--- config.mk ---
export PLATFORM = sky130hd
export DESIGN_NAME = dpfr_ram
export DESIGN_NICKNAME = d
export VERILOG_FILES = /design/src/hdl/dpfr_ram.sv
export SDC_FILE = /design/constraint.sdc
export NUM_CORES = 1
export LEC_CHECK = 0
export BUFFER_PORTS_ARGS = -buffer_cell sky130_fd_sc_hd__buf_2
export CAP_MARGIN = 20
export CORE_UTILIZATION = 40
export CTS_CLUSTER_SIZE = 24
export DETAILED_ROUTE_END_ITERATION = 8
export SYNTH_ARGS = -nofsm -noshare
export SYNTH_HDL_FRONTEND = slang
export SYNTH_SLANG_ARGS = --single-unit
--- constraint.sdc ---
create_clock -name clk_i -period 2 [get_ports clk_i]
set_clock_uncertainty 0.15 [all_clocks]
set_input_delay 0.3 -clock clk_i [delete_from_list [all_inputs] [get_ports clk_i]]
set_output_delay 0.3 -clock clk_i [all_outputs]
set_load 0.02 [all_outputs]
--- src/hdl/dpfr_ram.sv ---
// Generic single-write, single-read synchronous RAM with registered read data.
module dpfr_ram #(
  parameter int Width = 8,
  parameter int Depth = 16
) (
  input  logic                     clk_i,
  input  logic                     we_i,
  input  logic [$clog2(Depth)-1:0] waddr_i,
  input  logic [Width-1:0]         wdata_i,
  input  logic                     re_i,
  input  logic [$clog2(Depth)-1:0] raddr_i,
  output logic [Width-1:0]         rdata_o
);

  logic [Width-1:0] mem_q [Depth];
  logic [Width-1:0] rdata_q;

  // Write port
  always_ff @(posedge clk_i) begin
    if (we_i) begin
      mem_q[waddr_i] <= wdata_i;
    end
  end

  // Registered read port, holds when idle
  always_ff @(posedge clk_i) begin
    if (re_i) begin
      rdata_q <= mem_q[raddr_i];
    end
  end

  assign rdata_o = rdata_q;

endmodule

# Word level (Yosys, flattened, before mapping)
# Memory sizes are Yosys's and may differ from the RTL's. A register that Yosys moved wholly into a read port is not among the register bits.
# Index checks and enable logic that the tools add are counted.
dict set report totals {
  register_bits 0
  latch_bits 0
  ram_bits 128
  mem_bits_ro 0
  output_inout_bits 8
  word_cells 3
  n_memories 1
}
dict set report classes {
  add_sub_neg 0
  n_mul 0
  div_mod_pow 0
  n_lt_le_gt_ge 0
  eq_ne 0
  n_shift 0
  muxes 2
  bitwise_logic 0
  reduce_logical 0
}
# name depth width read_ports rd_ports_with_merged_regs write_ports line_no
set mem_list {}
lappend mem_list {mem_q 16 8 1 1 1 15} ;# logic [Width-1:0] mem_q [Depth];
# cell count
set op_table {}
lappend op_table {{1-bit 2-to-1 mux} 2}

# Depth between registers and ports, before layout
dict set report depth {
  ltp_word 2
  depth_mapped 5
  depth_no_buf 3
}

# Worst setup path after synthesis
# OpenSTA, ideal clock, no wires.
dict set report synth_timing {
  path_kind {in2reg}
  start {input port waddr_i[2]}
  end {memory mem_q[0][0], enable pin}
  setup_ns 0.383
  t_arrival_ns 1.410
  required_time_ns 1.467
  path_slack_ns 0.057
  cell_stages 2
  n_path_buf 0
  path_cell_list {or3b_2 nor3_1}
}
# item line_no
set synth_lines {}
lappend synth_lines {{start, declared} 8} ;# input logic [$clog2(Depth)-1:0] waddr_i,
lappend synth_lines {{end, declared} 15}
# No word-level cell before the write port.

==> impl_metrics.xml <==
<?xml version="1.0" encoding="UTF-8"?>
<metrics>
  <group name="setup_path">
    <metric name="timing.critical_path.fanout_max" unit="">1</metric>
    <metric name="critical_path.startpoint_type" unit="">flop</metric>
    <metric name="worstRegToRegCells" unit="">3</metric>
    <metric name="critical_path.cell_chain" unit="">mux4_2 -&gt; a22oi_1 -&gt; nand2_1</metric>
    <metric name="worstReg2RegStart" unit="">mem_q[3][4]</metric>
    <metric name="cp.arrival" unit="ns">1.68</metric>
    <metric name="cp-startpoint" unit="">mem_q[3][4]</metric>
    <metric name="worst_setup_ep_type" unit="">flop</metric>
    <metric name="r2r_setup_slack" unit="ns">0.32</metric>
    <metric name="critical_path_class" unit="">reg2reg</metric>
    <metric name="timing.critical_path.slowest_cell_delay" unit="ns">0.48</metric>
    <metric name="worst-endpoint-required" unit="ns">2.00</metric>
    <metric name="rr_endpoint" unit="">rdata_o[4]</metric>
    <metric name="critPathSlowestCell" unit="">sky130_fd_sc_hd__mux4_2</metric>
  </group>
  <group name="sta">
    <metric name="layout_min_cycle_time" unit="ns">1.683</metric>
    <metric name="maxClockFrequency" unit="MHz">594.3</metric>
    <metric name="final.hold.worst_slack" unit="ns">0.1010</metric>
    <metric name="tightest_slew" unit="ns">0.4187</metric>
    <metric name="setup_viol" unit="">0</metric>
    <metric name="finalMaxSlewViolations" unit="">0</metric>
    <metric name="final_hold_viol_count" unit="">0</metric>
    <metric name="worst_relative_slew_slack" unit="%">72.09</metric>
    <metric name="period_share" unit="%">84.13</metric>
    <metric name="rsz0062_at_grt" unit="">false</metric>
  </group>
  <group name="floorplan">
    <metric name="design.core.area" unit="um2">12670</metric>
    <metric name="chipHeight" unit="um">116.3</metric>
    <metric name="floorplan.initialDensity" unit="%">41.26</metric>
    <metric name="placement_rows" unit="">41</metric>
    <metric name="ios" unit="">27</metric>
    <metric name="chipWidth" unit="um">116.3</metric>
    <metric name="die-area" unit="um2">13530</metric>
  </group>
  <group name="power">
    <metric name="power_per_cell_area" unit="nW/um2">1023</metric>
    <metric name="power.switching_fraction" unit="%">21.08</metric>
    <metric name="power.total" unit="mW">6.405</metric>
    <metric name="power_frac_clock" unit="%">44.7</metric>
    <metric name="internal_power" unit="mW">5.055</metric>
    <metric name="leakagePower" unit="nW">2.106</metric>
    <metric name="p_seq_share" unit="%">50.4</metric>
    <metric name="pwr-share-comb" unit="%">5.0</metric>
    <metric name="power.ir.vdd_worst" unit="V">0.0005897</metric>
    <metric name="power.switching" unit="mW">1.350</metric>
  </group>
  <group name="route">
    <metric name="firstDrtPassIters" unit="">4</metric>
    <metric name="detail_route.wl_per_cell" unit="um">21.33</metric>
    <metric name="drcViolationCount" unit="">0</metric>
    <metric name="drtIter0Drc" unit="">235</metric>
    <metric name="route.final.wire_length" unit="um">10130</metric>
    <metric name="post_drt_via_cell_ratio" unit="">5.276</metric>
    <metric name="met2WireLength" unit="um">4926</metric>
    <metric name="highest-signal-layer" unit="">met4</metric>
    <metric name="num_vias" unit="">2506</metric>
    <metric name="met1Wirelength" unit="um">4697</metric>
    <metric name="routed-wl-met3" unit="um">376</metric>
    <metric name="detail-route-antenna-nets" unit="">0</metric>
  </group>
  <group name="synth">
    <metric name="synth.distinct_cells" unit="">18</metric>
    <metric name="synth.area.top_cells" unit="">sky130_fd_sc_hd__edfxtp_1, sky130_fd_sc_hd__mux4_2, sky130_fd_sc_hd__mux4_1</metric>
    <metric name="post_synth.cell_area_avg" unit="um2">22.83</metric>
    <metric name="post-synth-top-count-cell" unit="">sky130_fd_sc_hd__edfxtp_1</metric>
    <metric name="syn-num-nets" unit="">248</metric>
    <metric name="ys_top_cells_by_count" unit="">sky130_fd_sc_hd__edfxtp_1, sky130_fd_sc_hd__mux4_2, sky130_fd_sc_hd__a22oi_1, sky130_fd_sc_hd__mux4_1, sky130_fd_sc_hd__nor2_1</metric>
    <metric name="ffs_latches_synth" unit="">136</metric>
    <metric name="synth_enable_flop_cells" unit="">136</metric>
    <metric name="synthesized_netlist_cell_count" unit="">229</metric>
    <metric name="ys.flop_type" unit="">sky130_fd_sc_hd__edfxtp_1</metric>
    <metric name="ys_seq_area_share" unit="%">78.12</metric>
    <metric name="synth_area" unit="um2">5228</metric>
    <metric name="netlist.area_leader.share" unit="%">78.12</metric>
    <metric name="synthesis.yosys.warnings" unit="">0</metric>
    <metric name="synth_top_cell_by_area" unit="">sky130_fd_sc_hd__edfxtp_1</metric>
    <metric name="postSynth.asyncResetShare" unit="%">0</metric>
  </group>
  <group name="finish">
    <metric name="fillCellCount" unit="">1026</metric>
    <metric name="post_route_cells_drive_above_1_share" unit="%">33.66</metric>
    <metric name="final_cells" unit="">475</metric>
    <metric name="antennaDiodeCount" unit="">0</metric>
    <metric name="layout-area-overhead-vs-synth" unit="%">19.82</metric>
    <metric name="multiInputGateArea" unit="um2">1057</metric>
    <metric name="area.sequential" unit="um2">4084</metric>
    <metric name="final_core_utilization" unit="%">49.43</metric>
    <metric name="finish.instance_area" unit="um2">6264</metric>
    <metric name="layout.nets" unit="">309</metric>
  </group>
  <group name="clock_network">
    <metric name="tritoncts.num_buffers" unit="">17</metric>
    <metric name="post_cts.resized_instances" unit="">0</metric>
    <metric name="clkSinkCount" unit="">136</metric>
    <metric name="cts-root-buf" unit="">sky130_fd_sc_hd__clkbuf_16</metric>
    <metric name="clkLatencyLatePin" unit="ns">0.40</metric>
    <metric name="cts-root-to-sink-buffers" unit="">2</metric>
    <metric name="cts_setup_buffers" unit="">0</metric>
    <metric name="cts.reportedPaths.clkPinSlew" unit="ns">0.06</metric>
    <metric name="post_cts_hold_buffer_count" unit="">0</metric>
    <metric name="htreeDepth" unit="">4</metric>
    <metric name="tritoncts" unit="">built</metric>
  </group>
  <group name="global_route">
    <metric name="grt_antenna_before_repair" unit="">0</metric>
    <metric name="global_route_wire_length_before_repair" unit="um">15700</metric>
    <metric name="global_route.overflow_total" unit="">0</metric>
    <metric name="largest_net_degree_at_the_start_of_global_routing" unit="">25</metric>
    <metric name="global_route.usage.total" unit="%">17.00</metric>
    <metric name="first_global_vias" unit="">2595</metric>
  </group>
  <group name="worst_hold_path">
    <metric name="timing.hold.worst.start" unit="">re_i</metric>
    <metric name="hold-path-cell-count" unit="">1</metric>
    <metric name="class_of_the_tightest_hold_or_removal_check" unit="">in2reg</metric>
    <metric name="timing.hold.worst_endpoint" unit="">rdata_o[2]</metric>
  </group>
  <group name="flow_run">
    <metric name="drv.max_cap_violation_count" unit="">0</metric>
  </group>
  <group name="placed_design">
    <metric name="global_placement_routability_congestion" unit="">0.7038</metric>
    <metric name="io_buffer_count" unit="">26</metric>
    <metric name="place_area" unit="um2">5707</metric>
    <metric name="numPlacedInstances" unit="">443</metric>
    <metric name="post-dp-hpwl" unit="um">6625</metric>
  </group>
  <group name="outcome">
    <metric name="outcome" unit="">finished, final reports clean</metric>
  </group>
</metrics>
==> layer usage <==
layer,GRT usage (%),up-vias
met1,23.70,1315
met2,26.19,75
met3,3.633,10
met4,7.009,0
li1,-,1106
met5,0,-
==> flip-flops by register name, summed over array words and instances (netlist names) <==
name / count
mem_q: 128
rdata_o: 8
==> power by group through the flow <==
| stage | registers (mW) | clock network [mW] | logic [mW] |
|---|---|---|---|
| floorplan | 3.30 | 0 | 0.162 |
| global placement | 3.28 | 0 | 0.319 |
| detailed placement | 3.29 | 0 | 0.324 |
| CTS | 3.23 | 2.92 | 0.325 |
| global route | 3.23 | 3.01 | 0.347 |
| finish | 3.23 | 2.86 | 0.319 |
==> cells in the final DEF (no fill, tap or decap), types with 2 or more instances in the layout <==
cell type and n:
sky130_fd_sc_hd__mux4_1 14, sky130_fd_sc_hd__nand2_1 9, sky130_fd_sc_hd__mux4_2 18, sky130_fd_sc_hd__clkinv_2 2
sky130_fd_sc_hd__nand2b_1 2, sky130_fd_sc_hd__nand3b_1 2, sky130_fd_sc_hd__nor3_1 4, sky130_fd_sc_hd__inv_6 2
sky130_fd_sc_hd__clkinvlp_4 7, sky130_fd_sc_hd__buf_12 2, sky130_fd_sc_hd__clkbuf_16 17, sky130_fd_sc_hd__a22oi_1 16
sky130_fd_sc_hd__clkinv_4 2, sky130_fd_sc_hd__buf_2 26, sky130_fd_sc_hd__edfxtp_1 136, sky130_fd_sc_hd__buf_4 24
sky130_fd_sc_hd__nor2_1 13
==> stage by stage <==
| stage | setup WS (ns) | TNS, ns |
|---|---|---|
| floorplan | 0.05713 | 0 |
| global placement | -0.01592 | -0.01803 |
| detailed placement | -0.009606 | -0.01821 |
| finish | 0.3174 | 0 |
| global route | 0.2739 | 0 |
| CTS | 0.3443 | 0 |
==> layout make-up <==
class,instances,area share (%)
sequential,136,65.20
multi-input combinational,83,16.88
clock buffer,18,6.852
timing repair buffer,52,5.593
tap,172,3.436
clock inverter,14,2.038
==> worst max-delay path, delay by kind of cell (launching register included) <==
kind               cells  cell delay [ns]
and+or+nand+nor        1             0.10
DFF                    1             0.36
AOI/OAI and AO/OA      1             0.35
muxes                  1             0.48
==> worst max-delay path by stage <==
stage                   to  slack, ns
2_1_floorplan  mem_q[0][0]       0.06
5_1_grt         rdata_o[4]       0.27
3_3_place_gp    rdata_o[5]      -0.02
4_1_cts         rdata_o[7]       0.34
3_5_place_dp    rdata_o[0]      -0.01
6_report        rdata_o[4]       0.32
==> cells by family (layout without fill, tap and decap cells) <==
family	Yosys count	after routing	synth area share (%)
and+or+nand+nor	35	35	3.136
DFF	136	136	78.12
buffers and inverters	10	84	1.651
AOI/OAI and AO/OA	16	16	2.298
muxes	32	32	14.79
Power figures use the tool's default switching activity.
