## config.mk

```make
export PLATFORM = sky130hd
export DESIGN_NAME = dpfr_match
export DESIGN_NICKNAME = d
export VERILOG_FILES = /design/src/hdl/dpfr_pkg.sv /design/src/hdl/dpfr_match.sv
export SDC_FILE = /design/constraint.sdc
export NUM_CORES = 1
export LEC_CHECK = 0
export BUFFER_PORTS_ARGS = -buffer_cell sky130_fd_sc_hd__buf_2
export CAP_MARGIN = 20
export CORE_MARGIN = 4
export CORE_UTILIZATION = 40
export CTS_CLUSTER_SIZE = 24
export DETAILED_ROUTE_END_ITERATION = 10
export PLACE_DENSITY = 0.87
export SYNTH_ARGS = -nofsm -noshare
export SYNTH_HDL_FRONTEND = slang
export SYNTH_SLANG_ARGS = --single-unit
```

## constraint.sdc

```tcl
create_clock -name clk_i -period 1.5 [get_ports clk_i]
set_clock_uncertainty 0.1 [all_clocks]
set_input_delay 0.15 -clock clk_i [delete_from_list [all_inputs] [get_ports clk_i]]
set_output_delay 0.15 -clock clk_i [all_outputs]
set_load 0.01 [all_outputs]
```

## src/hdl/dpfr_pkg.sv

```systemverilog
// Shared types and constants for the deduplicating packet buffer.
package dpfr_pkg;

  // Store geometry
  localparam int STORE_DEPTH = 64;
  localparam int IDX_W       = $clog2(STORE_DEPTH);
  localparam int FILL_W      = $clog2(STORE_DEPTH + 1);
  localparam int SUM_W       = IDX_W + 1;

  // Field widths
  localparam int CAP_W   = 7;
  localparam int SRC_W   = 16;
  localparam int DST_W   = 16;
  localparam int TIME_W  = 32;
  localparam int MCNT_W  = 7;
  localparam int ENTRY_W = SRC_W + DST_W + TIME_W;

  localparam int IN_DATA_W  = SRC_W + DST_W + 3 * TIME_W;
  localparam int OUT_DATA_W = ((SRC_W + DST_W + TIME_W + MCNT_W + 7) / 8) * 8;

  typedef enum logic [1:0] {
    FUNC_ADD  = 2'd0,
    FUNC_FWD  = 2'd1,
    FUNC_CNT  = 2'd2,
    FUNC_NONE = 2'd3
  } func_e;

  typedef enum logic [1:0] {
    ST_IDLE,
    ST_SCAN,
    ST_FIN
  } state_e;

  typedef struct packed {
    func_e              func;
    logic [SRC_W-1:0]   src;
    logic [DST_W-1:0]   dst;
    logic [TIME_W-1:0]  tim;
    logic [TIME_W-1:0]  lo;
    logic [TIME_W-1:0]  hi;
  } item_t;

  typedef struct packed {
    logic clr;
    logic chk;
  } match_ctl_t;

  typedef struct packed {
    logic             re;
    logic [IDX_W-1:0] raddr;
    logic             we;
    logic [IDX_W-1:0] waddr;
  } ram_req_t;

  typedef struct packed {
    logic load;
    logic ok;
    logic fwd;
    logic cnt;
  } fin_t;

endpackage

```

## src/hdl/dpfr_match.sv

```systemverilog
// Compare stage: checks each read entry for duplicates and counts range matches.
module dpfr_match (
  input  logic                           clk_i,
  input  logic                           rst_ni,
  input  dpfr_pkg::match_ctl_t           ctl_i,
  input  dpfr_pkg::item_t                item_i,
  input  logic [dpfr_pkg::ENTRY_W-1:0]   rdata_i,
  output logic                           dup_o,
  output logic [dpfr_pkg::MCNT_W-1:0]    count_o,
  output logic [dpfr_pkg::ENTRY_W-1:0]   entry_o
);
  import dpfr_pkg::*;

  logic                dup_q, dup_d;
  logic [MCNT_W-1:0]   cnt_q, cnt_d;
  logic [ENTRY_W-1:0]  ent_q;
  logic [ENTRY_W-1:0]  key;
  logic [DST_W-1:0]    r_dst;
  logic [TIME_W-1:0]   r_tim;
  logic                hit_dup;
  logic                hit_cnt;

  assign key   = {item_i.src, item_i.dst, item_i.tim};
  assign r_dst = rdata_i[TIME_W +: DST_W];
  assign r_tim = rdata_i[TIME_W-1:0];

  // Compare the entry that came back from the store
  assign hit_dup = (rdata_i == key);
  assign hit_cnt = (r_dst == item_i.dst) && (item_i.lo <= r_tim) && (r_tim <= item_i.hi);

  // Accumulate over the scan
  always_comb begin
    dup_d = dup_q;
    cnt_d = cnt_q;
    if (ctl_i.clr) begin
      dup_d = 1'b0;
      cnt_d = '0;
    end else if (ctl_i.chk) begin
      dup_d = dup_q | hit_dup;
      cnt_d = cnt_q + MCNT_W'(hit_cnt);
    end
  end

  always_ff @(posedge clk_i or negedge rst_ni) begin
    if (!rst_ni) begin
      dup_q <= 1'b0;
      cnt_q <= '0;
    end else begin
      dup_q <= dup_d;
      cnt_q <= cnt_d;
    end
  end

  // Keep the last entry read; for a forward it is the oldest one
  always_ff @(posedge clk_i) begin
    if (ctl_i.chk) begin
      ent_q <= rdata_i;
    end
  end

  assign dup_o   = dup_q;
  assign count_o = cnt_q;
  assign entry_o = ent_q;

endmodule

```

After elaboration in Yosys (flattened, before gate mapping)

Index checks and enable logic that the tools add are counted.

Word-level logic and storage cells: 16
Flip-flop bits (word level): 72

Order comparisons: 2
Reductions and logical operators: 3
Multiplexer cells: 4
Bitwise logic cells: 1
$add $sub $neg: 1
Equal/unequal tests: 2

Operator list:

| operator          | number |
|---|---|
| $eq 64x64->1      | 1 |
| $le 32x32->1      | 2 |
| $eq 16x16->1      | 1 |
| $mux 7            | 2 |
| $add 7x1->7       | 1 |
| $logic_and 1x1->1 | 2 |
| $mux 1            | 2 |
| $reduce_bool 2->1 | 1 |
| $or 1x1->1        | 1 |

Logic depth before layout (Yosys ltp)

Gate-level depths: netlist (run 1).

Word-level depth: 6
Mapped depth: 13
Mapped depth without buffers: 13

Worst setup path after synthesis (run 1)

OpenSTA, ideal clock, no wires.

Path kind: input to register
Start point: input port rdata_i[3] (netlist name)
End point: register cnt_q[6] (netlist: count_o[6])
Stages on the path: 13
Arrival time: 2.585 ns
Data required time: 1.322 ns
Library setup time: 0.078 ns
Path slack: -1.263 ns
Cell sequence: inv_2 > ha_1 > nand4_1 > nor4_2 > and3b_1 > nor2b_1 > a221o_1 > nor4_2 > ha_1 > ha_1 > nand4_1 > or3_1 > a21oi_1

Cells in the longest elaborated chain, start to end: 6

Ends and longest elaborated chain:

| item                 | line             | source |
|---|---|---|
| start, declared      | dpfr_match.sv:7  | `input logic [dpfr_pkg::ENTRY_W-1:0] rdata_i,` |
| $le 32x32->1         | dpfr_match.sv:29 | `assign hit_cnt = (r_dst == item_i.dst) && (item_i.lo <= r_tim) && (r_tim <= item_i.hi);` |
| $logic_and 1x1->1    | dpfr_match.sv:29 |  |
| $logic_and 1x1->1 *  | dpfr_match.sv:29 |  |
| $add 7x1->7 *        | dpfr_match.sv:40 | `cnt_d = cnt_q + MCNT_W'(hit_cnt);` |
| $mux 7 *             | dpfr_match.sv:38 | `end else if (ctl_i.chk) begin` |
| $mux 7 *             | dpfr_match.sv:35 | `if (ctl_i.clr) begin` |
| end signal, assigned | dpfr_match.sv:50 | `cnt_q <= cnt_d;` |
| end, declared        | dpfr_match.sv:15 | `logic [MCNT_W-1:0] cnt_q, cnt_d;` |

Mark *: on every way between the ends. The rest lies on a longest branch, timed or not. The select of a mux whose other input is x is not followed.
A chain may end at the register's enable or synchronous reset.

Final worst setup path (run 1)

Start point: input port rdata_i[21] (netlist name)
End point: register cnt_q[6] (netlist: count_o[6])

The elaborated chain is that of the path after synthesis.

==> results.sh, run 1 <==
export IMPL_slew_violations=0
export IMPL_p_leak_nw=3.92
export IMPL_cp_max_fo=2
export IMPL_cts_made_buffers=9
export IMPL_arrival_ns=2.95
export IMPL_holdWs_ns=0.0112
export IMPL_avgSynthCellArea_um2=11.2
export IMPL_diodes=0
export IMPL_vias_per_cell=5.13
export IMPL_fin_area_um2=8100
export IMPL_drive_gt1_frac=0.539
export IMPL_period_share=1.86
export IMPL_place_area_um2=6980
export IMPL_ys_types=42
export IMPL_grt_use_met3=0.0538
export IMPL_cap_viol_max_count=0
export IMPL_firstDrtPassIters=4
export IMPL_fp_dieH_um=116
export IMPL_drc=0
export IMPL_cts_sinks=72
export IMPL_avgRoutedWirePerCell_um=19.5
export IMPL_synthesis_instances=414
export IMPL_htreeDepth=3
export IMPL_hp_class="primary input to flip-flop"
export IMPL_synth_top_flop_cell="edfxtp_1"
export IMPL_hold_viol_final=0
export IMPL_overflow=0
export IMPL_dp_hpwl_um=13800
export IMPL_synth_edff_count=64
export IMPL_die_x_um=116
export IMPL_synth_seq_cells=72
export IMPL_setup_viol_count_final=8
export IMPL_fmax_mhz=359
export IMPL_drt_initial_drc_count=293
export IMPL_status="finished, violations left"
export IMPL_gp_congestion=0.853
export IMPL_grt_use_met1=0.279
export IMPL_clockBufferDepth=2
export IMPL_top_usage_layer="met2"
export IMPL_synth_seq_area_share=0.458
export IMPL_nNetsFinal=1078
export IMPL_required_ns=1.66
export IMPL_rsz0062_at_grt="yes"
export IMPL_port_buffers=267
export IMPL_use_met2=0.498
export IMPL_drtAntennaViolNets=0
export IMPL_worst_pin_slew_ns=0.510
export IMPL_fp_row_count=39
export IMPL_track_usage=0.264
export IMPL_cp_end_kind="flip-flop"
export IMPL_grt_pass1_vias=5164
export IMPL_clk_pin_slew_ns=0.06
export IMPL_syn_nets=678
export IMPL_area_growth_pct=74.9
export IMPL_yosysWarnings=0
export IMPL_max_vdd_ir_drop_mv=0.671
export IMPL_syn_area_um2=4630
export IMPL_p_per_area_nw_per_um2=763
export IMPL_grt_max_degree=30
export IMPL_fill_cells=766
export IMPL_vias=4927
export IMPL_root_buffer="clkbuf_16"
export IMPL_start_kind="primary input"
export IMPL_core_um2=11400
export IMPL_max_slew_margin=0.657
export IMPL_path_class="primary input to flip-flop"
export IMPL_violations="negative setup slack"
export IMPL_start_util=0.408
export IMPL_setup_slack_ns=-1.28
export IMPL_fin_crit_ns=2.78
export IMPL_antenna_found_initial=0
export IMPL_async_reset_ff_frac=0.111
export IMPL_cts_tree="yes"
export IMPL_io_pins=270
export IMPL_wl_um=18700
export IMPL_dieArea_um2=13400
export IMPL_grt_pass1_wl_um=26400
export IMPL_clk_latency_ns=0.34
[cells by family (layout without fill, tap and decap cells)]
group	count (synthesis)	count (layout)	synth area share
compound gates	64	64	0.0864
xor+xnor	62	62	0.117
fa+ha+maj	66	66	0.178
buf+inv	69	473	0.0559
flops	72	72	0.458
mux	2	2	0.00432
simple gates	79	79	0.100
[routing by layer]
metal	vias to the layer above	routed length [um]
met2	259	10100
met5	-	0
li1	2296	-
met3	56	1440
met1	2316	6480
met4	0	694
[cell usage after synthesis (2+ instances only)]
| master | instances | area share |
|---|---|---|
| a2111oi_0 | 2 | 0.0038 |
| a21o_1 | 7 | 0.011 |
| a21oi_1 | 25 | 0.027 |
| a221o_1 | 2 | 0.0043 |
| a31oi_1 | 2 | 0.0027 |
| dfrtp_1 | 8 | 0.043 |
| edfxtp_1 | 64 | 0.41 |
| ha_1 | 66 | 0.18 |
| inv_1 | 65 | 0.053 |
| inv_2 | 2 | 0.0016 |
| mux2i_1 | 2 | 0.0043 |
| nand2_1 | 12 | 0.0097 |
| nand3_1 | 4 | 0.0043 |
| nand4_1 | 22 | 0.030 |
| nor2_1 | 11 | 0.0089 |
| nor2b_1 | 5 | 0.0067 |
| nor3_1 | 3 | 0.0032 |
| nor4_1 | 13 | 0.018 |
| nor4_2 | 2 | 0.0054 |
| o211ai_1 | 2 | 0.0032 |
| o21ai_0 | 10 | 0.011 |
| o21ai_1 | 2 | 0.0022 |
| o21bai_1 | 2 | 0.0032 |
| o221ai_1 | 2 | 0.0038 |
| or3_1 | 2 | 0.0027 |
| xnor2_1 | 23 | 0.043 |
| xor2_1 | 39 | 0.074 |
[where the power goes]
group | total, W | internal, W | leakage, nW | switching (W)
Sequential | 0.00237 | 0.00234 | 0.738 | 0.0000325
Clock | 0.00211 | 0.00128 | 0.135 | 0.000829
Combinational | 0.00170 | 0.000883 | 3.05 | 0.000819
[per-stage QoR]
step / setup WS, ns / util / TNS, ns / cells / total power [W]
after floorplan: -1.21 / - / -6.66 / 414 / 0.00299
after global placement: -1.65 / 0.614 / -10.51 / 905 / 0.00378
after detailed placement: -1.71 / 0.614 / -10.88 / 905 / 0.00384
after CTS: -1.22 / 0.695 / -7.46 / 953 / 0.00610
after global routing: -1.45 / 0.713 / -8.88 / 961 / 0.00644
final: -1.28 / 0.713 / -7.75 / 961 / 0.00618
[flip-flops by register name (all words and copies together) (netlist names)]
name     cells
dup_o        1
entry_o     64
count_o      7
[worst max-delay path, cell delays in order]
cell and delay [ns]:
buf_2 0.11, buf_6 0.12, ha_4 0.21, a21oi_1 0.23, o221ai_2 0.13, a211o_1 0.33, a221o_1 0.39, nor4_4 0.31
ha_2 0.26, ha_4 0.13, nand4_1 0.11, or3_1 0.34, a21oi_2 0.13
[final timing paths]
kind	from	end	depth (start not counted)	slack [ns]
worst max-delay path	rdata_i[21]	count_o[6]	13	-1.28
worst max register to register	count_o[0]	count_o[6]	5	0.06
worst min-delay path	rdata_i[32]	entry_o[32]	2	0.01
worst min register to register	dup_o	dup_o	2	0.44
max in group asynchronous	rst_ni	count_o[6]	2	1.03
min in group asynchronous	rst_ni	count_o[1]	2	0.09
[layout make-up]
class / count / area (um^2) / area share
Inverter: 67 / 289 / 0.0357
Clock inverter: 5 / 58.8 / 0.00726
Sequential cell: 72 / 2120 / 0.262
Multi-Input combinational cell: 273 / 2660 / 0.328
Tap cell: 143 / 179 / 0.0221
Clock buffer: 10 / 229 / 0.0283
Timing Repair Buffer: 391 / 2570 / 0.317
[placed cells by master, fill, tap and decap left out, types with 2 or more instances in the layout]
master and instances:
nand3_1 4, xnor2_1 23, buf_4 91, inv_1 48, or3_1 2, mux2i_1 2
inv_2 8, buf_12 2, a21o_1 7, nor4_2 6, nand4_4 2, o21ai_1 4
a2111oi_0 2, nor2_1 11, dfrtp_1 8, a221o_1 2, inv_4 10, buf_8 7
buf_6 24, o211ai_1 2, nor4_1 7, nor3_1 3, edfxtp_1 64, buf_2 240
clkbuf_16 9, ha_1 40, a21oi_1 21, nand2_1 11, a21oi_2 4, ha_4 25
dlygate4sd3_1 27, nand4_1 22, nor2b_1 5, nor4_4 2, a31oi_1 2, o21ai_0 8
clkinvlp_4 2, xor2_1 39, o21bai_1 2
[repair_timing]
item	in CTS	in global routing
pin swaps	30	17
buffers inserted	8	6
gates resized for setup	67	28
endpoints found under the hold margin	39	2
setup endpoints to repair	8	8
hold buffers	25	2
(Power assumes the default switching activity.)
==> run 2: changes to the inputs <==
--- a/config.mk
+++ b/config.mk
@@ -6,11 +6,11 @@
 export NUM_CORES = 1
 export LEC_CHECK = 0
-export BUFFER_PORTS_ARGS = -buffer_cell sky130_fd_sc_hd__buf_2
 export CAP_MARGIN = 20
 export CORE_MARGIN = 4
-export CORE_UTILIZATION = 40
+export CORE_UTILIZATION = 45
 export CTS_CLUSTER_SIZE = 24
 export DETAILED_ROUTE_END_ITERATION = 10
-export PLACE_DENSITY = 0.87
+export DONT_BUFFER_PORTS = 1
+export PLACE_DENSITY = 0.72
 export SYNTH_ARGS = -nofsm -noshare
 export SYNTH_HDL_FRONTEND = slang
==> constraint.sdc (replaced) <==
create_clock -name clk_i -period 1.5 [get_ports clk_i]
set_clock_uncertainty 0.1 [all_clocks]
set_input_delay 0.3 -clock clk_i [delete_from_list [all_inputs] [get_ports clk_i]]
set_output_delay 0.3 -clock clk_i [all_outputs]
set_load 0.01 [all_outputs]
==> run 2 against run 1 <==
Effect of this change: the run ends with negative hold slack, negative setup slack left; largest power group unchanged; critical endpoint unchanged; power shrank 21%; die area shrank 10%; clock power shrank 27%; wire length shrank 18%; highest routed layer unchanged.
==> results.sh, run 2 (synthesis gave the netlist of run 1 again) <==
export IMPL_drtAntennaViolNets=0
export IMPL_vias=3709
export IMPL_gp_congestion=0.857
export IMPL_cap_viol_max_count=0
export IMPL_cp_end_kind="flip-flop"
export IMPL_root_buffer="clkbuf_8"
export IMPL_cts_tree="yes"
export IMPL_ff2ff_setup_slack_ns=0.02
export IMPL_nNetsFinal=787
export IMPL_required_ns=1.68
export IMPL_htreeDepth=3
export IMPL_r2r_start="count_o[0]"
export IMPL_grt_max_degree=71
export IMPL_largest_reg_flops=64
export IMPL_hp_class="primary input to flip-flop"
export IMPL_fp_dieH_um=109
export IMPL_die_x_um=109
export IMPL_p_leak_nw=2.60
export IMPL_worst_pin_slew_ns=0.419
export IMPL_layout_common_cells="dlygate4sd3_1, edfxtp_1, inv_1"
export IMPL_grt_pass1_wl_um=21800
export IMPL_drt_initial_drc_count=158
export IMPL_setup_slack_ns=-1.22
export IMPL_firstDrtPassIters=4
export IMPL_place_area_um2=5210
export IMPL_slew_violations=0
export IMPL_clk_pin_slew_ns=0.08
export IMPL_hold_viol_final=35
export IMPL_holdWs_ns=-0.101
export IMPL_start_kind="primary input"
export IMPL_antenna_found_initial=0
export IMPL_fp_row_count=36
export IMPL_max_slew_margin=0.714
export IMPL_dp_hpwl_um=11800
export IMPL_vias_per_cell=5.61
export IMPL_p_per_area_nw_per_um2=783
export IMPL_cp_max_fo=2
export IMPL_min_from="ctl_i[1]"
export IMPL_crit_reg2reg_capture="count_o[6]"
export IMPL_fin_crit_ns=2.72
export IMPL_drc=0
export IMPL_rsz0062_at_grt="yes"
export IMPL_arrival_ns=2.90
export IMPL_overflow=0
export IMPL_grt_pass1_vias=3961
export IMPL_io_pins=270
export IMPL_drive_gt1_frac=0.195
export IMPL_path_class="primary input to flip-flop"
export IMPL_area_growth_pct=35.3
export IMPL_min_delay_path_depth=1
export IMPL_r2r_cells=5
export IMPL_period_share=1.81
export IMPL_setup_viol_count_final=7
export IMPL_final_common_cell="dlygate4sd3_1"
export IMPL_start_util=0.468
export IMPL_fill_cells=778
export IMPL_fin_area_um2=6270
export IMPL_diodes=0
export IMPL_cts_made_buffers=9
export IMPL_clk_latency_ns=0.34
export IMPL_wl_um=15400
export IMPL_status="finished, violations left"
export IMPL_avgRoutedWirePerCell_um=23.3
export IMPL_track_usage=0.249
export IMPL_core_um2=9910
export IMPL_dieArea_um2=12000
export IMPL_max_vdd_ir_drop_mv=0.467
export IMPL_min_to="count_o[6]"
export IMPL_power_w=0.00491
export IMPL_fmax_mhz=368
export IMPL_clockBufferDepth=2
export IMPL_crit_start="item_i[26]"
export IMPL_cts_sinks=72
export IMPL_violations="negative hold slack, negative setup slack"
export IMPL_port_buffers=0
[run 2: cell count changes in the layout (fill, tap and decap cells not counted), moves of 4 or more]
cell,previous run,this run
buf_8,7,0
inv_1,48,52
ha_1,40,46
ha_4,25,19
buf_6,24,0
inv_4,10,4
dlygate4sd3_1,27,65
buf_4,91,34
clkbuf_16,9,0
buf_2,240,0
clkbuf_8,0,9
[run 2: through the flow]
step / worst slack, ns / hold slack (ns) / std cells / utilization / TNS (ns)
after global placement: -1.76 / -0.0953 / 574 / 0.526 / -11.28
after floorplan: -1.36 / -0.0956 / 414 / - / -7.71
after detailed placement: -1.78 / -0.0954 / 574 / 0.526 / -11.51
final: -1.22 / -0.101 / 661 / 0.633 / -7.14
after CTS: -1.19 / -0.114 / 656 / 0.623 / -6.89
after global routing: -1.38 / -0.126 / 661 / 0.633 / -8.23
[run 2: what timing repair did]
item	4_1_cts	5_1_grt
gates resized for setup	19	8
setup endpoints to repair	8	8
hold endpoints to repair	144	32
hold buffers	65	1
pin swaps	15	9
gates cloned	0	0
setup buffers	1	4
[run 2: power breakdown]
part | internal, W | switching, W
sequential | 0.00235 | 0.000133
clock | 0.000774 | 0.000770
combinational | 0.000500 | 0.000383
total | 0.00362 | 0.00129
[run 2: worst max path at each step]
stage	to	slack [ns]	cells after the start
after global routing	count_o[6]	-1.38	13
after CTS	count_o[6]	-1.19	13
after global placement	count_o[6]	-1.76	13
after detailed placement	count_o[6]	-1.78	13
final	count_o[6]	-1.22	13
after floorplan	count_o[6]	-1.36	13
[run 2: metal layers]
layer | track usage | share of wire | up-vias
met1 | 0.259 | 0.35 | 1759
met2 | 0.437 | 0.51 | 201
met3 | 0.101 | 0.11 | 41
met5 | 0 | 0 | -
li1 | - | - | 1708
met4 | 0.112 | 0.036 | 0
[run 2: layout make-up]
cell class / instances / area [um^2] / share of cell area
clock buffers: 10 / 128 / 0.0203
multi-input cells: 273 / 2590 / 0.412
repair buffers: 100 / 926 / 0.148
flip-flops and latches: 72 / 2120 / 0.338
clock inverters: 6 / 70.1 / 0.0112
inverters: 67 / 274 / 0.0437
well taps: 133 / 166 / 0.0265
[run 2: worst max-delay path: stages]
cell     delay, ns
inv_1         0.03
ha_1          0.28
nand4_1       0.16
nor4_2        0.33
buf_4         0.17
nand2_2       0.04
a221o_1       0.38
nor4_4        0.19
ha_2          0.26
ha_4          0.13
nand4_1       0.10
or3_4         0.39
a21oi_2       0.14
