File: src/hdl/dpfr_pkg.sv
// Shared types and constants for the deduplicating packet buffer.
package dpfr_pkg;

  // Store geometry
  localparam int STORE_DEPTH = 64;
  localparam int IDX_W       = $clog2(STORE_DEPTH);
  localparam int FILL_W      = $clog2(STORE_DEPTH + 1);
  localparam int SUM_W       = IDX_W + 1;

  // Field widths
  localparam int CAP_W   = 7;
  localparam int SRC_W   = 16;
  localparam int DST_W   = 16;
  localparam int TIME_W  = 32;
  localparam int MCNT_W  = 7;
  localparam int ENTRY_W = SRC_W + DST_W + TIME_W;

  localparam int IN_DATA_W  = SRC_W + DST_W + 3 * TIME_W;
  localparam int OUT_DATA_W = ((SRC_W + DST_W + TIME_W + MCNT_W + 7) / 8) * 8;

  typedef enum logic [1:0] {
    FUNC_ADD  = 2'd0,
    FUNC_FWD  = 2'd1,
    FUNC_CNT  = 2'd2,
    FUNC_NONE = 2'd3
  } func_e;

  typedef enum logic [1:0] {
    ST_IDLE,
    ST_SCAN,
    ST_FIN
  } state_e;

  typedef struct packed {
    func_e              func;
    logic [SRC_W-1:0]   src;
    logic [DST_W-1:0]   dst;
    logic [TIME_W-1:0]  tim;
    logic [TIME_W-1:0]  lo;
    logic [TIME_W-1:0]  hi;
  } item_t;

  typedef struct packed {
    logic clr;
    logic chk;
  } match_ctl_t;

  typedef struct packed {
    logic             re;
    logic [IDX_W-1:0] raddr;
    logic             we;
    logic [IDX_W-1:0] waddr;
  } ram_req_t;

  typedef struct packed {
    logic load;
    logic ok;
    logic fwd;
    logic cnt;
  } fin_t;

endpackage

File: src/hdl/dpfr_ctrl.sv
// Sequencer: ring pointers, capacity register, scan addressing and commit.
module dpfr_ctrl (
  input  logic                        clk_i,
  input  logic                        rst_ni,
  input  logic                        cfg_we_i,
  input  logic [dpfr_pkg::CAP_W-1:0]  cfg_wdata_i,
  input  logic                        in_fire_i,
  input  dpfr_pkg::func_e             func_i,
  input  logic                        dup_i,
  input  logic                        out_free_i,
  output logic                        ready_o,
  output dpfr_pkg::match_ctl_t        match_ctl_o,
  output dpfr_pkg::ram_req_t          ram_o,
  output dpfr_pkg::fin_t              fin_o
);
  import dpfr_pkg::*;

  state_e              state_q, state_d;
  logic [IDX_W-1:0]    head_q, head_d;
  logic [FILL_W-1:0]   fill_q, fill_d;
  logic [CAP_W-1:0]    cap_q;
  logic [FILL_W-1:0]   rd_cnt_q, rd_cnt_d;
  logic                rd_pend_q;
  logic [FILL_W-1:0]   scan_lim;
  logic [FILL_W-1:0]   eff_lim;
  logic                issue;
  logic                scan_done;
  logic                fin_go;
  logic                is_full;
  logic                add_ok;
  logic                fwd_ok;

  function automatic logic [IDX_W-1:0] wrap_idx(input logic [SUM_W-1:0] s);
    logic [SUM_W-1:0] r;
    r = s;
    if (s >= SUM_W'(STORE_DEPTH)) begin
      r = s - SUM_W'(STORE_DEPTH);
    end
    return r[IDX_W-1:0];
  endfunction

  // Clamp the configured limit into 1..STORE_DEPTH
  always_comb begin
    if (cap_q == '0) begin
      eff_lim = FILL_W'(1);
    end else if (int'(cap_q) > STORE_DEPTH) begin
      eff_lim = FILL_W'(STORE_DEPTH);
    end else begin
      eff_lim = FILL_W'(cap_q);
    end
  end

  // Number of entries to read for this operation
  always_comb begin
    unique case (func_i)
      FUNC_ADD, FUNC_CNT: scan_lim = fill_q;
      FUNC_FWD:           scan_lim = (fill_q != '0) ? FILL_W'(1) : '0;
      FUNC_NONE:          scan_lim = '0;
    endcase
  end

  assign issue     = (state_q == ST_SCAN) && (rd_cnt_q < scan_lim);
  assign scan_done = (state_q == ST_SCAN) && (rd_cnt_q == scan_lim) && !rd_pend_q;
  assign fin_go    = (state_q == ST_FIN) && out_free_i;
  assign is_full   = (fill_q >= eff_lim) && (fill_q != '0);
  assign add_ok    = (func_i == FUNC_ADD) && !dup_i;
  assign fwd_ok    = (func_i == FUNC_FWD) && (fill_q != '0);

  // Next state
  always_comb begin
    state_d = state_q;
    unique case (state_q)
      ST_IDLE: if (in_fire_i) state_d = ST_SCAN;
      ST_SCAN: if (scan_done) state_d = ST_FIN;
      ST_FIN:  if (out_free_i) state_d = ST_IDLE;
      default: state_d = ST_IDLE;
    endcase
  end

  // Outputs
  always_comb begin
    ready_o         = (state_q == ST_IDLE);
    match_ctl_o.clr = in_fire_i;
    match_ctl_o.chk = rd_pend_q;
    ram_o.re        = issue;
    ram_o.raddr     = wrap_idx(SUM_W'(head_q) + SUM_W'(rd_cnt_q));
    ram_o.we        = fin_go && add_ok;
    ram_o.waddr     = wrap_idx(SUM_W'(head_q) + SUM_W'(fill_q));
    fin_o.load      = fin_go;
    fin_o.ok        = add_ok || fwd_ok;
    fin_o.fwd       = fwd_ok;
    fin_o.cnt       = (func_i == FUNC_CNT);
  end

  // Advance the scan counter
  always_comb begin
    rd_cnt_d = rd_cnt_q;
    if (in_fire_i) begin
      rd_cnt_d = '0;
    end else if (issue) begin
      rd_cnt_d = rd_cnt_q + FILL_W'(1);
    end
  end

  // Commit ring pointer changes at the end of the operation
  always_comb begin
    head_d = head_q;
    fill_d = fill_q;
    if (fin_go && add_ok) begin
      if (is_full) begin
        head_d = wrap_idx(SUM_W'(head_q) + SUM_W'(1));
      end else begin
        fill_d = fill_q + FILL_W'(1);
      end
    end else if (fin_go && fwd_ok) begin
      head_d = wrap_idx(SUM_W'(head_q) + SUM_W'(1));
      fill_d = fill_q - FILL_W'(1);
    end
  end

  always_ff @(posedge clk_i or negedge rst_ni) begin
    if (!rst_ni) begin
      state_q   <= ST_IDLE;
      head_q    <= '0;
      fill_q    <= '0;
      cap_q     <= CAP_W'(STORE_DEPTH);
      rd_cnt_q  <= '0;
      rd_pend_q <= 1'b0;
    end else begin
      state_q   <= state_d;
      head_q    <= head_d;
      fill_q    <= fill_d;
      rd_cnt_q  <= rd_cnt_d;
      rd_pend_q <= issue;
      if (cfg_we_i) begin
        cap_q <= cfg_wdata_i;
      end
    end
  end

endmodule

File: config.mk
export PLATFORM = sky130hd
export DESIGN_NAME = dpfr_ctrl
export DESIGN_NICKNAME = d
export VERILOG_FILES = /design/src/hdl/dpfr_pkg.sv /design/src/hdl/dpfr_ctrl.sv
export SDC_FILE = /design/constraint.sdc
export NUM_CORES = 1
export LEC_CHECK = 0
export BUFFER_PORTS_ARGS = -buffer_cell sky130_fd_sc_hd__buf_4
export CAP_MARGIN = 15
export CORE_MARGIN = 2
export CORE_UTILIZATION = 62
export DETAILED_ROUTE_END_ITERATION = 7
export PLACE_DENSITY = 0.95
export SLEW_MARGIN = 30
export SYNTH_ARGS = -nofsm -noshare
export SYNTH_HDL_FRONTEND = slang
export SYNTH_SLANG_ARGS = --single-unit
File: constraint.sdc
create_clock -name clk_i -period 6.7 [get_ports clk_i]
set_input_delay 1.34 -clock clk_i [delete_from_list [all_inputs] [get_ports clk_i]]
set_output_delay 1.34 -clock clk_i [all_outputs]
set_load 0.01 [all_outputs]
---- After elaboration in Yosys (flattened, before gate mapping) ----
Index checks and enable logic that the tools add are counted.
cells by class
  eq/ne operators ......................... 11
  $add $sub $neg .......................... 9
  reduce and logical (&&, ||, !) cells .... 22
  muxes and demuxes ....................... 19
  order comparisons ....................... 6
operators by type and width
  kind                   count
  $mux W7                7
  $mux W6                6
  $ge A7 B7 Y1 const B   3
  $pmux W7 S3            1
  $sub A6 B1 Y6 const B  3
  $add A6 B7 Y7          2
  $add A7 B1 Y7 const B  2
  $logic_and A1 B1 Y1    9
  $ne A2 B2 Y1 const B   4
  $add A6 B1 Y7 const B  1
  $eq A7 B7 Y1           1
  $ge A7 B7 Y1           1
  $gt A7 B7 Y1 const B   1
  $logic_not A7 Y1       1
  $lt A7 B7 Y1           1
  $reduce_bool A7 Y1     1
  $sub A7 B1 Y7 const B  1
  $eq A2 B2 Y1 const B   3
  $mux W2                3
  $pmux W2 S3            1
  $eq A2 B1 Y1 const B   2
  $logic_not A2 Y1       2
  $reduce_and A2 Y1      2
  $reduce_bool A2 Y1     2
  6 further kinds        7
storage, ports and cells
  output and inout bits ................... 21
  flip-flop bits (word level) ............. 30
  input bits .............................. 15
  logic and storage cells ................. 73

---- Logic depth before layout (Yosys ltp) ----
Gate-level depths: netlist of the first run.
  depth after elaboration ................. 8
  depth in mapped cells ................... 11
  mapped depth without buffers ............ 11

---- Least setup slack after synthesis of the first run ----
OpenSTA, ideal clock, no wires.
  path type ............................... in2out
  start point ............................. input func_i[0]
  end point ............................... output ram_o[13] (netlist name)
  required time ........................... 5.360 ns
  arrival ................................. 2.773 ns
  stages on the path ...................... 9
  buffers on the path ..................... 2
  setup slack ............................. 2.587 ns
  cell sequence ........................... clkbuf_1 -> and3b_1 -> o21bai_1 -> ha_1 -> nor2b_1 -> o21ai_1 -> a21oi_1 -> nor2_1 -> buf_4
between the ends
  longest elaborated chain between the ends .. 5
  elaborated cells on any way between the ends .. 8
  those cells by class .................... 1 x order compare; 3 x eq/ne; 1 x mux; 3 x reduce/logical
RTL lines
  element                                                  line             text
  from (decl)                                              dpfr_ctrl.sv:8   input dpfr_pkg::func_e func_i,
  $eq A2 B2 Y1 / $logic_not A2 Y1 (equally long branches)  dpfr_ctrl.sv:55  unique case (func_i)
  $reduce_or A2 Y1                                         dpfr_ctrl.sv:55
  $pmux W7 S3 *                                            dpfr_ctrl.sv:55
  $lt A7 B7 Y1 *                                           dpfr_ctrl.sv:62  assign issue = (state_q == ST_SCAN) && (rd_cnt_q < scan_lim);
  $logic_and A1 B1 Y1 *                                    dpfr_ctrl.sv:62
  to (decl)                                                dpfr_ctrl.sv:13  output dpfr_pkg::ram_req_t ram_o,
Mark *: on every way between the ends. The rest lies on a longest branch, timed or not.

==> flow_summary_export.csv, run 1 <==
group,metric,value,unit
clock_network,cts.sink_count,30,
cells_and_area,drive_gt1_share,21.51,%
synth,synthAdderAreaFrac,19.00,%
clock_network,ctsResizeCount,0,
critical_path,critical_path_class,"in -> out",
detailed_routing,first_pass_iters,4,
timing,rsz0062_at_grt,"false",
cells_and_area,final_area,2723,sq um
clock_network,cts_hold_buf,0,
synth,synth_cell_type_count,45,
cells_and_area,antenna_cells,0,
synth,yosysSeqAreaShare,31.90,%
cells_and_area,multiInputGateArea,1493,sq um
detailed_routing,first_iter_violations,114,
synth,synthSimpleGateAreaFrac,17.36,%
critical_path,r2r-start,"fill_q[2]",
floorplanning,dieArea,4311,sq um
global_routing,antenna_found_initial,0,
worst_hold_path,hp-class,"reg -> reg",
global_routing,grt_remaining_overflow,0,
run_status,status,"finished clean",
synth,ys.flop_type,"dfrtp_1",
timing,maxSlewViolCount,0,
placed_design,dp_hpwl,3951,microns
timing,timing.fmax,230.7,MHz
power_and_ir_drop,p_leak,1.367,nW
synth,postSynthCellCount,244,
clock_network,cts.htree.levels,2,
timing,skew,0.003709,ns
detailed_routing,avgViaCountPerCell,5.844,
detailed_routing,routed_wl,5154,microns
critical_path,cp-endpoint,"ram_o[13]",
global_routing,grt_pass1_wl,8597,microns
timing,worst_slew_pin_slew,0.4616,ns
global_routing,grt_max_degree,31,
cells_and_area,most-common-layout-cells,"35 x buf_4, 31 x ha_1, 29 x dfrtp_1",
floorplanning,row_count,22,
placed_design,port_buffers,35,
critical_path,reg2reg_slack,3.96,ns
clock_network,cts.path.max_buffers,2,
critical_path,crit_arrival,3.00,ns
timing,fin_tns_setup,0,ns
synth,ys_ff_latch,30,
timing,slew_headroom,69.22,%
synth,ys_warn_count,0,
floorplanning,initial_core_util,64.39,%
timing,whs,0.5171,ns
detailed_routing,drcViolationCount,0,
detailed_routing,num_vias,1911,
floorplanning,die_width,65.66,microns
timing,post-route-period-util,64.71,%
clock_network,clk_pin_slew,0.06,ns
clock_network,cts_made_buffers,5,
floorplanning,die_h,65.66,microns
synth,synth_edf_count,0,
cells_and_area,post-route-util,74.37,%
cells_and_area,final_common_cell,"buf_4",
placed_design,placed_area,2631,sq um
synth,syn_area,2357,sq um
cells_and_area,synthToLayoutAreaGrowth,15.50,%
timing,hold_viol,0,
clock_network,cts_tree,"done",
critical_path,path_max_fanout,12,
critical_path,r2r_cells,11,
clock_network,root_buffer,"clkbuf_8",
synth,synthArstFlopShare,100.0,%
power_and_ir_drop,ir_worst_vdd,0.2701,mV
cells_and_area,final_nets,327,
critical_path,start_kind,"input port",
timing,setup_viol,0,
clock_network,post_cts_buffers,0,
cells_and_area,fill_cells,268,
synth,syn_nets,293,
job,cap_viol_max_count,0,
synth,synth_compound_area_share,11.89,%
synth,syn_area_per_cell,9.661,sq um
detailed_routing,postRouteAntennaNets,0,
floorplanning,ios,36,
critical_path,endpoint_kind,"primary output",
power_and_ir_drop,power_density,379.0,nW/um^2
synth,synth_xor_area_share,8.917,%
power_and_ir_drop,power,1.032,mW
global_routing,grt_pass1_vias,1963,
cells_and_area,seq_area,752.0,sq um
placed_design,gp_congestion,0.9069,
detailed_routing,wl_per_cell,15.76,microns
global_routing,groute.usage.overall,25.84,%
floorplanning,core_area,3661,sq um
synth,synth_top_family_by_area,"adder cells",
critical_path,worstSetupStartpoint,"func_i[0]",
critical_path,required,5.36,ns
synth,synth_mux_area_share,6.157,%
clock_network,insertion_delay,0.28,ns
critical_path,worstReg2RegEnd,"rd_cnt_q[6]",
timing,fin_crit,4.335,ns
metrics by stage:
stage          std cells  setup WS (ns)
6_report             327          2.365
4_1_cts              327          2.377
5_1_grt              327          2.208
2_1_floorplan        244          2.587
3_5_place_dp         319          2.389
3_3_place_gp         319          2.502
where the power goes:
group,internal (mW),switching (mW)
clock network,0.0827,0.0683
logic,0.281,0.299
registers,0.223,0.0773
Yosys cell counts (2+ instances only):
cell	number	area (sq um)
ha_1	31	387.9
dfrtp_1	29	725.7
nor2_1	22	82.58
xnor2_1	19	166.4
a21oi_1	17	85.08
inv_1	16	60.06
nand2_1	15	56.30
nand2b_1	8	50.05
mux2_2	7	78.83
nor3_1	6	30.03
buf_4	5	37.54
mux2_1	5	56.30
nand4_1	5	31.28
o21ai_0	5	25.02
xor2_1	5	43.79
a21o_1	4	30.03
nand3_1	4	20.02
nor2b_1	4	25.02
o21bai_1	4	30.03
clkbuf_1	3	11.26
fa_1	3	60.06
o21ai_1	3	15.01
nand2_2	2	12.51
metal layers:
metal | GRT usage [%] | vias up | wire [microns]
li1 | - | 908 | -
met1 | 30.26 | 927 | 2116
met2 | 48.36 | 68 | 2737
met3 | 4.452 | 8 | 243
met4 | 6.250 | 0 | 56
met5 | 0 | - | 0
registers in the layout, indices dropped and copies added, names as in the netlist:
register   flops
state_q        2
head_q         6
rd_cnt_q       7
rd_pend_q      1
cap_q          7
fill_q         7
critical path: stages:
cell       delay [ns]
buf_4            0.15
nand2b_1         0.15
ha_1             0.31
a21oi_1          0.15
a2bb2oi_1        0.18
nand3_1          0.21
nor2_1           0.32
buf_4            0.18
final cells by class:
class                           instances  share of cell area [%]
Inverter                               17                   2.344
Clock inverter                          1                  0.1838
Sequential cell                        30                   27.62
Clock buffer                            7                   3.171
Multi-Input combinational cell        189                   54.83
Timing Repair Buffer                   35                   9.651
Tap cell                               48                   2.206
worst min-delay path by stage:
stage          cells past startpoint  slack [ns]       end      from
2_1_floorplan                      1        0.48  cap_q[0]  cap_q[0]
3_3_place_gp                       1        0.50  cap_q[0]  cap_q[0]
3_5_place_dp                       1        0.51  cap_q[0]  cap_q[0]
4_1_cts                            1        0.52  cap_q[0]  cap_q[0]
5_1_grt                            1        0.56  cap_q[0]  cap_q[0]
6_report                           1        0.52  cap_q[0]  cap_q[0]
kinds of logic after synthesis:
kind of cell,Yosys count
buffers and inverters,25
and+or+nand+nor,76
adders and majority gates,34
xor gates and xnor gates,24
DFF,30
AOI/OAI and AO/OA,42
muxes,13
Note: power is estimated with default switching activity, not from simulation.
==> run 2: changes to the inputs <==
- CORE_UTILIZATION: 62 -> 52
- PLACE_DENSITY: 0.95 -> 0.88
- clock period: 6.7 -> 3.8 ns (I/O delays scaled with it)
==> run 2 against run 1 <==
Against the previous run: sequential power up 73%; wire length decreased by 6.6%; non-clock buffer count stayed put; clock skew grew 0.0072 ns; worst hold slack got worse by 0.13 ns; largest cell class unchanged; flip-flop and latch count did not move; highest routed layer unchanged; sequential share of layout area shrank 0.20 points; first-iteration DRC count is 21% lower; power increased by 79%; critical path type is now reg -> out; register-to-register slack got worse by 2.8 ns; critical endpoint unchanged.
==> flow_summary_export.csv, run 2 (synthesized netlist as in run 1, its figures left out) <==
group,metric,value,unit
critical_path,critical_path_class,"reg -> out",
power_and_ir_drop,ir_worst_vdd,0.3663,mV
clock_network,cts_hold_buf,0,
clock_network,cts_tree,"done",
cells_and_area,largest_registers,"cap_q (7), fill_q (7), rd_cnt_q (7)",
critical_path,start_kind,"flop",
critical_path,endpoint_kind,"primary output",
placed_design,gp_congestion,0.8616,
cells_and_area,fill_cells,351,
clock_network,root_buffer,"clkbuf_8",
placed_design,port_buffers,35,
clock_network,cts_made_buffers,5,
global_routing,grt_max_degree,31,
floorplanning,row_count,24,
job,cap_viol_max_count,0,
detailed_routing,postRouteAntennaNets,0,
floorplanning,die_width,71.33,microns
global_routing,groute.usage.overall,20.56,%
timing,post-route-period-util,92.87,%
detailed_routing,routed_wl,4814,microns
cells_and_area,antenna_cells,0,
detailed_routing,first_iter_violations,90,
floorplanning,die_h,71.33,microns
critical_path,cp_slowest_cell,"dfrtp_1",
floorplanning,dieArea,5088,sq um
timing,fin_tns_setup,0,ns
timing,slew_headroom,69.26,%
clock_network,insertion_delay,0.29,ns
worst_hold_path,hp-class,"in -> async",
cells_and_area,final_nets,327,
global_routing,grt_pass1_vias,1822,
timing,worst_slew_pin_slew,0.4612,ns
cells_and_area,final_area,2743,sq um
timing,maxSlewViolCount,0,
timing,hold_viol,0,
critical_path,slowest_delay,0.45,ns
detailed_routing,first_pass_iters,4,
clock_network,cts.htree.levels,2,
run_status,status,"finished clean",
detailed_routing,num_vias,1836,
power_and_ir_drop,p_leak,1.371,nW
clock_network,ctsResizeCount,0,
timing,fin_crit,3.529,ns
clock_network,cts.sink_count,30,
timing,skew,0.01087,ns
cells_and_area,synthToLayoutAreaGrowth,16.35,%
timing,timing.fmax,283.4,MHz
global_routing,grt_remaining_overflow,0,
floorplanning,core_area,4354,sq um
critical_path,crit_arrival,2.77,ns
cells_and_area,drive_gt1_share,21.15,%
floorplanning,initial_core_util,54.14,%
clock_network,clk_pin_slew,0.07,ns
detailed_routing,drcViolationCount,0,
timing,rsz0062_at_grt,"false",
power_and_ir_drop,power,1.848,mW
critical_path,r2r_cells,11,
detailed_routing,avgViaCountPerCell,5.547,
placed_design,placed_area,2636,sq um
clock_network,post_cts_buffers,0,
critical_path,path_max_fanout,7,
critical_path,required,3.04,ns
global_routing,grt_pass1_wl,8135,microns
critical_path,worstPathCellList,"nor4_1, nand2_2, and3b_1, o21bai_1, ha_1, nor2b_1, o21ai_1, a21oi_1, nor2_1, buf_4",
cells_and_area,final_common_cell,"buf_4",
cells_and_area,most-common-layout-cells,"35 x buf_4, 31 x ha_1, 29 x dfrtp_1",
placed_design,dp_hpwl,3830,microns
detailed_routing,wl_per_cell,14.54,microns
floorplanning,ios,36,
clock_network,cts.path.max_buffers,2,
timing,setup_viol,0,
global_routing,antenna_found_initial,0,
power_and_ir_drop,power_density,673.8,nW/um^2
[run 2: cell count changes in the layout (fill, tap and decap cells not counted), sizes merged]
cell / previous run / this run
bufinv: 0 / 1
clkinv: 1 / 0
[run 2: path summary, 6_finish.rpt]
| kind | from | to | slack (ns) |
|---|---|---|---|
| max in group asynchronous | rst_ni | cap_q[6] | 3.08 |
| hold / removal | rst_ni | rd_pend_q | 0.39 |
| setup reg to reg | fill_q[5] | rd_cnt_q[0] | 1.17 |
| setup / recovery | fill_q[5] | ram_o[13] | 0.27 |
| min in group clk_i | cap_q[1] | cap_q[1] | 0.53 |
| hold reg to reg | cap_q[1] | cap_q[1] | 0.53 |
[run 2: power by group]
part | leakage (nW) | switching (mW) | total (mW) | internal (mW)
Sequential | 0.385 | 0.128 | 0.522 | 0.394
Clock | 0.0524 | 0.127 | 0.323 | 0.196
Combinational | 0.934 | 0.509 | 1.00 | 0.493
[run 2: per-stage QoR]
stage          std cells  util (%)  hold slack [ns]  setup WS (ns)
5_1_grt              331     62.99           0.4132        0.01169
6_report             331     62.99           0.3879         0.2709
3_3_place_gp         323     60.55           0.5043         0.7160
3_5_place_dp         323     60.55           0.5122         0.6081
2_1_floorplan        244         -           0.4644         0.8456
4_1_cts              331     62.99           0.3972         0.2876
[run 2: worst max-delay path: cells and delay by family, from the launching register on]
kind	cells	cell delay, ns
DFF	1	0.45
and+or+nand+nor	5	1.04
AOI/OAI and AO/OA	3	0.63
adders and majority gates	1	0.18
buffers and inverters	1	0.18
[run 2: cell type report]
type / count / area, sq um / area share (%)
clock buffer: 7 / 76.32 / 2.783
clock inverter: 1 / 30.03 / 1.095
inverter: 17 / 63.81 / 2.327
multi-input combinational: 189 / 1493 / 54.43
sequential: 30 / 752.0 / 27.42
tap: 52 / 65.06 / 2.372
timing repair buffer: 35 / 262.8 / 9.580
[run 2: metal layers]
layer,GRT usage (%),vias to the layer above,part of all wire (%)
li1,-,910,-
met1,24.93,872,42
met2,34.57,42,51
met3,5.485,12,4.5
met4,8.595,0,2.1
met5,0,-,0
